===== config.mk =====
export PLATFORM = sky130hd
export DESIGN_NAME = text_column_limiter_top
export DESIGN_NICKNAME = d
export VERILOG_FILES = /design/src/design/tcl_pkg.sv /design/src/design/tcl_core.sv /design/src/design/tcl_out.sv /design/src/design/text_column_limiter_top.sv
export VERILOG_INCLUDE_DIRS = /design/src /design/src/design
export SDC_FILE = /design/constraint.sdc
export NUM_CORES = 1
export LEC_CHECK = 0
export ABC_AREA = 1
export CAP_MARGIN = 20
export CORE_MARGIN = 2
export CORE_UTILIZATION = 45
export CTS_CLUSTER_DIAMETER = 200
export DETAILED_ROUTE_END_ITERATION = 10
export DONT_BUFFER_PORTS = 1
export PLACE_DENSITY = 0.69
export REMOVE_ABC_BUFFERS = 1
export SETUP_SLACK_MARGIN = 0.3
export SLEW_MARGIN = 20
export SYNTH_ARGS = -nofsm -noshare
export SYNTH_HDL_FRONTEND = slang
export SYNTH_SLANG_ARGS = --single-unit

===== constraint.sdc =====
create_clock -name clock -period 5.6 [get_ports clock]
set_input_delay 1.12 -clock clock [delete_from_list [all_inputs] [get_ports clock]]
set_output_delay 1.12 -clock clock [all_outputs]
set_load 0.1 [all_outputs]

===== src/design/text_column_limiter_top_defines.svh =====
// ---------------------------------------------------------------------------
// Text column limiter assertion macros
// Shared concurrent assertion forms for the text column limiter.
// ---------------------------------------------------------------------------
`ifndef TEXT_COLUMN_LIMITER_TOP_DEFINES_SVH
`define TEXT_COLUMN_LIMITER_TOP_DEFINES_SVH

// Same-cycle implication, disabled during reset
`define TCL_ASSERT_IMP(name, clk, rst, ante, cons) \
   name: assert property (@(posedge clk) disable iff (rst) (ante) |-> (cons)) \
      else $error("tcl assertion failed");

// Next-cycle implication, disabled during reset
`define TCL_ASSERT_NXT(name, clk, rst, ante, cons) \
   name: assert property (@(posedge clk) disable iff (rst) (ante) |=> (cons)) \
      else $error("tcl assertion failed");

`endif


===== src/design/tcl_pkg.sv =====
// ---------------------------------------------------------------------------
// Text column limiter package
// Character codes, wrap modes and the record passed between the stages.
// ---------------------------------------------------------------------------
package tcl_pkg;

   localparam logic [7:0] CHAR_SPACE = 8'h20;
   localparam logic [7:0] CHAR_TAB   = 8'h09;
   localparam logic [7:0] CHAR_NL    = 8'h0A;
   localparam logic [7:0] LIMIT_RESET = 8'd80;

   typedef enum logic [1:0] {
      MODE_NORMAL = 2'd0,
      MODE_WORD   = 2'd1,
      MODE_SKIP   = 2'd2
   } wrap_mode_type;

   // Results caused by one input byte: count is 0, 1 or 2. With two
   // results the first is an inserted newline and the second is char_out.
   typedef struct packed {
      logic [1:0] count;
      logic [7:0] char_out;
   } result_type;

   typedef struct packed {
      logic [7:0]    column;
      wrap_mode_type mode;
   } core_status_type;

endpackage


===== src/design/tcl_core.sv =====
// ---------------------------------------------------------------------------
// Text column limiter wrap core
// Column/mode state and the per-byte wrap decision.
// ---------------------------------------------------------------------------
module tcl_core import tcl_pkg::*; (
   input  logic            clock,
   input  logic            reset,
   input  logic            take,
   input  logic [7:0]      char_in,
   input  logic            end_of_text,
   input  logic [7:0]      max_columns,
   output result_type      result,
   output core_status_type status
);

   logic [7:0]    column_ff, column_in;
   wrap_mode_type mode_ff, mode_in;
   logic [7:0]    limit;
   logic          is_nl, is_blank, finish_word;

   assign limit    = (max_columns == 8'd0) ? 8'd1 : max_columns;
   assign is_nl    = (char_in == CHAR_NL);
   assign is_blank = (char_in == CHAR_SPACE) || (char_in == CHAR_TAB);

   always_comb begin
      column_in       = column_ff;
      mode_in         = mode_ff;
      result.count    = 2'd0;
      result.char_out = char_in;
      finish_word     = 1'b0;

      unique case (mode_ff)
         MODE_WORD: begin
            finish_word = 1'b1;
         end
         MODE_SKIP: begin
            if (!is_blank) begin
               // break the line, then copy the byte from column zero
               result.count = 2'd2;
               column_in    = is_nl ? 8'd0 : 8'd1;
               mode_in      = MODE_NORMAL;
            end
         end
         default: begin
            mode_in = MODE_NORMAL;
            if (column_ff >= limit) begin
               finish_word = 1'b1;
            end else begin
               result.count = 2'd1;
               column_in    = is_nl ? 8'd0 : column_ff + 8'd1;
            end
         end
      endcase

      if (finish_word) begin
         if (is_nl) begin
            result.count = 2'd2;
            column_in    = 8'd0;
            mode_in      = MODE_NORMAL;
         end else if (is_blank) begin
            mode_in = MODE_SKIP;
         end else begin
            result.count = 2'd1;
            mode_in      = MODE_WORD;
         end
      end

      if (end_of_text) begin
         column_in = 8'd0;
         mode_in   = MODE_NORMAL;
      end
   end

   always_ff @(posedge clock) begin
      if (reset) begin
         column_ff <= 8'd0;
         mode_ff   <= MODE_NORMAL;
      end else if (take) begin
         column_ff <= column_in;
         mode_ff   <= mode_in;
      end
   end

   assign status.column = column_ff;
   assign status.mode   = mode_ff;

endmodule


===== src/design/tcl_out.sv =====
// ---------------------------------------------------------------------------
// Text column limiter result buffer
// Holds up to two results of one byte and hands them out in order.
// ---------------------------------------------------------------------------
module tcl_out import tcl_pkg::*; (
   input  logic       clock,
   input  logic       reset,
   input  logic       load,
   input  result_type result,
   output logic       can_load,
   output logic       rsp_tvalid,
   input  logic       rsp_tready,
   output logic [7:0] rsp_tdata,
   output logic       rsp_tlast
);

   logic [1:0] count_ff, count_in;
   logic [7:0] head_ff, head_in;
   logic [7:0] tail_ff, tail_in;
   logic       drain;

   assign drain    = rsp_tvalid && rsp_tready;
   assign can_load = (count_ff == 2'd0) || ((count_ff == 2'd1) && rsp_tready);

   always_comb begin
      count_in = count_ff;
      head_in  = head_ff;
      tail_in  = tail_ff;
      if (drain) begin
         // advance to the second result
         count_in = count_ff - 2'd1;
         head_in  = tail_ff;
      end
      if (load) begin
         count_in = result.count;
         head_in  = (result.count == 2'd2) ? CHAR_NL : result.char_out;
         tail_in  = result.char_out;
      end
   end

   always_ff @(posedge clock) begin
      if (reset) begin
         count_ff <= 2'd0;
      end else begin
         count_ff <= count_in;
      end
      head_ff <= head_in;
      tail_ff <= tail_in;
   end

   assign rsp_tvalid = (count_ff != 2'd0);
   assign rsp_tdata  = head_ff;
   assign rsp_tlast  = (count_ff == 2'd1);

endmodule


===== src/design/text_column_limiter_top.sv =====
// ---------------------------------------------------------------------------
// Text column limiter top level
// Greedy word wrap of a byte stream at a programmable column limit.
// ---------------------------------------------------------------------------
// Usage:
//   req_*  : input stream, one text byte per transfer (tdata = char_in),
//            tlast = end_of_text marks the final byte of a text.
//   rsp_*  : result stream, one emitted byte per transfer
//            (tdata = char_out), tlast = last result caused by one input.
//   csr_*  : column limit port; user writes only when block idles; unenforced
// Output timing: the first result of a taken byte shows on rsp_ in the
//   next cycle (one register stage in the result buffer).
// Throughput: one byte per cycle while each byte yields at most one result
//   and rsp_tready is high. A byte that yields two results (inserted newline
//   plus the byte) holds req_tready low while both fill the two-entry buffer.
// Reset: column and mode return to column zero / normal copying, the limit
//   returns to 80 and the result buffer empties.
// Stall: when rsp_tready is low, results hold in the buffer. req_tready is
//   high only while the buffer is empty or its last result leaves in the
//   same cycle, so both results of the next byte always fit; nothing is
//   dropped.
// ---------------------------------------------------------------------------
`include "text_column_limiter_top_defines.svh"

module text_column_limiter_top import tcl_pkg::*; (
   input  logic       clock,
   input  logic       reset,
   // input stream
   input  logic       req_tvalid,
   output logic       req_tready,
   input  logic [7:0] req_tdata,   // [7:0] char_in
   input  logic       req_tlast,   // end_of_text
   // result stream
   output logic       rsp_tvalid,
   input  logic       rsp_tready,
   output logic [7:0] rsp_tdata,   // [7:0] char_out
   output logic       rsp_tlast,   // last_of_run
   // column limit register
   input  logic       csr_wr_en,
   input  logic [7:0] csr_wr_data  // [7:0] max_columns
);

   logic [7:0]      max_columns_ff;
   logic            req_take;
   logic            can_load;
   result_type      core_result;
   core_status_type core_status;

   // Hold the limit; zero is treated as one inside the core.
   always_ff @(posedge clock) begin
      if (reset) begin
         max_columns_ff <= LIMIT_RESET;
      end else if (csr_wr_en) begin
         max_columns_ff <= csr_wr_data;
      end
   end

   // A byte is taken only when the result buffer can absorb its results.
   assign req_tready = can_load;
   assign req_take   = req_tvalid && req_tready;

   tcl_core u_core (
      .clock       (clock),
      .reset       (reset),
      .take        (req_take),
      .char_in     (req_tdata),
      .end_of_text (req_tlast),
      .max_columns (max_columns_ff),
      .result      (core_result),
      .status      (core_status)
   );

   tcl_out u_out (
      .clock      (clock),
      .reset      (reset),
      .load       (req_take),
      .result     (core_result),
      .can_load   (can_load),
      .rsp_tvalid (rsp_tvalid),
      .rsp_tready (rsp_tready),
      .rsp_tdata  (rsp_tdata),
      .rsp_tlast  (rsp_tlast)
   );

   // End of text returns the wrap state to its reset values.
   `TCL_ASSERT_NXT(a_eot_clears, clock, reset, req_take && req_tlast,
      core_status.column == 8'd0 && core_status.mode == MODE_NORMAL)

   // Wrapping only starts at a column at or above a limit of at least one.
   `TCL_ASSERT_IMP(a_wrap_col_nonzero, clock, reset,
      core_status.mode == MODE_WORD || core_status.mode == MODE_SKIP,
      core_status.column != 8'd0)

   // A byte with two results presents the inserted newline first.
   `TCL_ASSERT_NXT(a_break_first, clock, reset, req_take && core_result.count == 2'd2,
      rsp_tvalid && rsp_tdata == CHAR_NL && !rsp_tlast)

endmodule


; ---- After elaboration in Yosys (flattened, before gate mapping)
; Cells that the tools add are included.
; Widths: inputs -> output; s select.
[totals]
ff_bits = 36
inputBits = 22
out_inout_bits = 11
elab_cells = 56
[op_classes]
addsub = 2
n_lt_le_gt_ge = 1
n_eq_ne = 9
muxes = 28
reduce_logical = 10
[ops]
columns = operator, count
row1 = $mux 8, 10
row2 = $mux 2, 11
row3 = $eq 8x4->1 const B, 2
row4 = $pmux 8 s2, 1
row5 = $add 8x1->8 const B, 1
row6 = $eq 8x6->1 const B, 1
row7 = $ge 8x8->1, 1
row8 = $logic_not 8->1, 1
row9 = $pmux 2 s2, 2
row10 = $eq 2x1->1 const B, 2
row11 = $eq 2x2->1 const B, 2
row12 = $ne 4x4->1 const B, 1
row13 = $reduce_bool 2->1, 2
row14 = $logic_and 1x1->1, 3
row15 = $mux 1, 3
row16 = $ne 3x2->1 const B, 1
row17 = $reduce_and 3->1, 1
row18 = $logic_not 2->1, 1
row19 = $logic_or 1x1->1, 2
row20 = $pmux 1 s2, 1
row21 = $sub 2x1->2 const B, 1

; ---- Longest topological paths before layout
[depth]
word_depth = 11
mapped_depth = 17
depth_no_buf = 17

; ---- Cells and area by module
; A second synthesis with hierarchy kept.
[unflattened]
hier_cells = 360
hier_area_um2 = 2494.9
[modules_own_cells]
columns = module, instances, cells_per_inst, area_each_um2, seq_area_each_um2
row1 = tcl_core, 1, 241, 1412.6, 200.2
row2 = tcl_out, 1, 70, 758.2, 520.5
row3 = text_column_limiter_top, 1, 49, 324.1, 160.2

; ---- Worst setup path before layout
; Ideal clock, no wire load.
[synth_timing]
kind = reg2out
startpoint = register u_out.count_ff[1]
endpoint = output port req_tready
arrival_time_ns = 1.945
setup_slack_ns = 2.535
path_stages_with_launch = 5
n_path_buf = 0
cell_sequence = dfxtp_1 inv_1 ha_1 nand2_1 nand2_1
[synth_via]
elab_chain_len = 3
word_cells_on_any_way = 4
cone_classes = eq/ne (1) / reduce/logical (3)
[synth_rtl]
columns = element, line
row1 = from (decl), tcl_out.sv:17  ; logic [1:0] count_ff, count_in;
row2 = from (signal assigned), tcl_out.sv:45  ; count_ff <= count_in;
row3 = $eq 2x1->1, --
row4 = named net rsp_tlast, text_column_limiter_top.sv:37  ; output logic rsp_tlast,
row5 = $logic_and 1x1->1, tcl_out.sv:23  ; assign can_load = (count_ff == 2'd0) || ((count_ff == 2'd1) && rsp_tready);
row6 = $logic_or 1x1->1, tcl_out.sv:23
row7 = to (decl), text_column_limiter_top.sv:30  ; output logic req_tready,
; The timed path passes the listed nets, and every way through them passes these cells.

; ---- Final worst setup path
[layout_timing]
startpoint = register u_out.count_ff[1]
endpoint = register u_out.head_ff[3] (netlist: u_out.rsp_tdata[3]) (data pin)
[layout_via]
elab_chain_len = 5
word_cells_on_any_way = 6
cone_classes = eq/ne (1) / mux (1) / reduce/logical (4)
[layout_rtl]
columns = element, line
row1 = $eq 2x1->1, --
row2 = named net rsp_tlast, text_column_limiter_top.sv:37
row3 = $logic_and 1x1->1, tcl_out.sv:23
row4 = $logic_or 1x1->1, tcl_out.sv:23
row5 = named net req_tready, text_column_limiter_top.sv:30
row6 = $logic_and 1x1->1, text_column_limiter_top.sv:60  ; assign req_take = req_tvalid && req_tready;
row7 = $mux 8, tcl_out.sv:34  ; if (load) begin
row8 = named net u_out.head_in[3], tcl_out.sv:18  ; logic [7:0] head_ff, head_in;
row9 = to (signal assigned), tcl_out.sv:47  ; head_ff <= head_in;
row10 = to (decl), tcl_out.sv:18
; The timed path passes the listed nets, and every way through them passes these cells.
; A chain may end at the register's enable or synchronous reset.

==> reports/results.ini <==
[run_status]
status=completed

[route]
drtPass1Iterations=4
wirelength_um=4730
ant_nets=0
via_per_inst=5.11
wl_per_cell_um=12.3
vias=1969
drc=0
initialDrtViolationCount=80

[global_routing]
grtUsageTotal_pct=18.2
overflow=0
grt_pass1_wl_um=8100
antenna_found_initial=0
grt_max_degree=28
grt_pass1_vias=1837

[die]
ioPinCount=33
die_area_um2=5750
initial_core_util_pct=46.1
rows=26
die_h_um=75.9
die_w_um=75.9
core_um2=5040

[logic_synthesis]
synth.avg_cell_area_um2=7.33
synth.cell_area_um2=2320
synth_area_leader_cell=edfxtp_1
synth-seq-cells=36
ys_seq_area_share_pct=37.9
synth.distinct_cells=30
netlist.area_leader.share_pct=20.7
yosys_warnings=0
synthTopCellsByArea=edfxtp_1 (21%), dfxtp_1 (17%), nand2_1 (10%)
netlist_instances=317

[place]
dpl.hpwl_um=3570
io_buffer_count=0
place_congestion=0.920
place_ws_ns=1.68

[clock_network]
cts.sinks=36
clk_pin_slew_worst_paths_ns=0.08
post_cts_buffers=0
clk_latency_ns=0.29
cts-root-buf=clkbuf_8
htree_levels=2
cts_made_buffers=5
cts.path.max_buffers=2
cts.repair.resized=0
cts_tree=yes
ctsHoldBuffers=0

[worst_setup_path]
cp_num_buf_inv=3
critPathLaunchType=register
end_kind=register
cp_slowest_stage_delay_ns=0.82
worstPathRequired_ns=5.65
rr_startpoint=u_out.count_ff[1]
crit_chain=inv_1 -> ha_1 -> nand2_1 -> nand2_1 -> nand2_1 -> inv_1 -> nand3_1 -> o21ai_1 -> inv_1
cp_top_family=simple AND/OR/NAND/NOR gates
rrSetupSlack_ns=1.70
cp_slowest_cell=ha_1
arrival_ns=3.94
cp_max_fo=27
ff2ff_path_depth=9
crit_type=register to register
r2r-end=u_out.rsp_tdata[3]

[layout]
layout_common_cells=nand2_1 (62), nor2_1 (50), inv_1 (40)
final_nets=349
drive_gt1_share_pct=10.8
layout.cells.most_common=nand2_1
syn_to_final_growth_pct=6.14
n_fill_cell=497
num_antenna_cells=0

[sta]
finalCritPeriodShare_pct=69.6
layout_min_cycle_time_ns=3.90
slew_headroom_pct=32.6
hold_ws_ns=0.469
fin_skew_ns=0.00663
hold_viol=0
setup-tns-final_ns=0
worst_pin_slew_ns=1.01
max_freq_ghz=0.257
slew_violations=0
setup_slack_ns=1.70
setup_viol=0
rsz0062_at_grt=no

[worst_hold_path]
holdPathEnd=max_columns_ff[0]
hold_path.class=register to register
hold_start=max_columns_ff[0]
holdPathStages=2

[power]
report.power.total_w=0.00109
power_density_nw_per_um2=441
p_leak_nw=1.04
peakVddDrop_v=0.000260

[flow_run]
maxCapViolCount=0

kinds of logic (layout without fill, tap and decap cells):
kind of cell               Yosys count  count (layout)  share of synthesized area [%]
AOI/OAI and AO/OA                   40              40                           10.1
buffers and inverters               54              52                           9.53
and+or+nand+nor                    174             174                           35.4
adders and majority gates           13              13                           7.00
DFF                                 36              36                           37.9
tightest hold or removal path, cell delays in order (launching register included):
cell,delay (ns)
dfxtp_1,0.30
inv_1,0.06
a21oi_1,0.06
state kept, by name, summed over array words and instances, names as in the netlist:
signal / count
max_columns_ff: 8
u_core.column_ff: 8
u_core.mode_ff: 2
u_out.count_ff: 2
u_out.rsp_tdata: 8
u_out.tail_ff: 8
synthesized netlist by cell type:
| master | number |
|---|---|
| nand2_1 | 62 |
| nor2_1 | 50 |
| inv_1 | 40 |
| nand3_1 | 31 |
| dfxtp_1 | 20 |
| edfxtp_1 | 16 |
| o21ai_0 | 16 |
| a21oi_1 | 14 |
| ha_1 | 13 |
| nand4_1 | 12 |
| nor2_2 | 5 |
| clkbuf_1 | 4 |
| inv_2 | 4 |
| a21oi_2 | 3 |
| buf_2 | 3 |
| nand2_2 | 3 |
| nand2_4 | 3 |
| buf_4 | 2 |
| nand3_4 | 2 |
| nor2_4 | 2 |
| o21ai_1 | 2 |
| o31ai_2 | 2 |
| a21o_1 | 1 |
| buf_6 | 1 |
| nand3b_1 | 1 |
| nand4_2 | 1 |
| nor3_1 | 1 |
| o21a_1 | 1 |
| o41ai_1 | 1 |
| or2_2 | 1 |
through the flow:
step | cell area [µm²] | utilization (%) | cells
after detailed placement | 2350 | 46.7 | 377
after CTS | 2470 | 48.9 | 385
after global routing | 2470 | 48.9 | 385
after floorplan | 2270 | - | 307
final | 2470 | 48.9 | 385
after global placement | 2350 | 46.7 | 377
cell type report:
class	count	area [µm²]	area share, %
clock buffers	5	68.8	2.79
inverters	44	165	6.70
well taps	70	87.6	3.55
multi-input cells	227	1220	49.5
clock inverters	3	42.5	1.73
flip-flops and latches	36	881	35.7
layer usage:
layer  up-vias  GRT usage (%)  routed length [µm]
li1       1033              -                   -
met1       883           22.0                2130
met2        45           31.0                2230
met3         8           5.42                 291
met4         0           5.46                  73
met5         -              0                   0
worst max-delay path by stage:
stage | slack [ns] | cells past startpoint | start | endpoint
after floorplan | 2.11 | 9 | u_out.count_ff[1] | u_out.rsp_tdata[1]
after global placement | 1.77 | 9 | u_out.count_ff[1] | u_out.rsp_tdata[3]
after detailed placement | 1.68 | 9 | u_out.count_ff[1] | u_out.rsp_tdata[3]
after CTS | 1.67 | 9 | u_out.count_ff[1] | u_out.rsp_tdata[3]
after global routing | 1.42 | 9 | u_out.count_ff[1] | u_out.rsp_tdata[3]
final | 1.70 | 9 | u_out.count_ff[1] | u_out.rsp_tdata[3]
power by group:
group	switching [W]	internal [W]
clock	0.0000958	0.000132
sequential	0.000235	0.000351
combinational	0.000216	0.0000573
(Power assumes the default switching activity.)
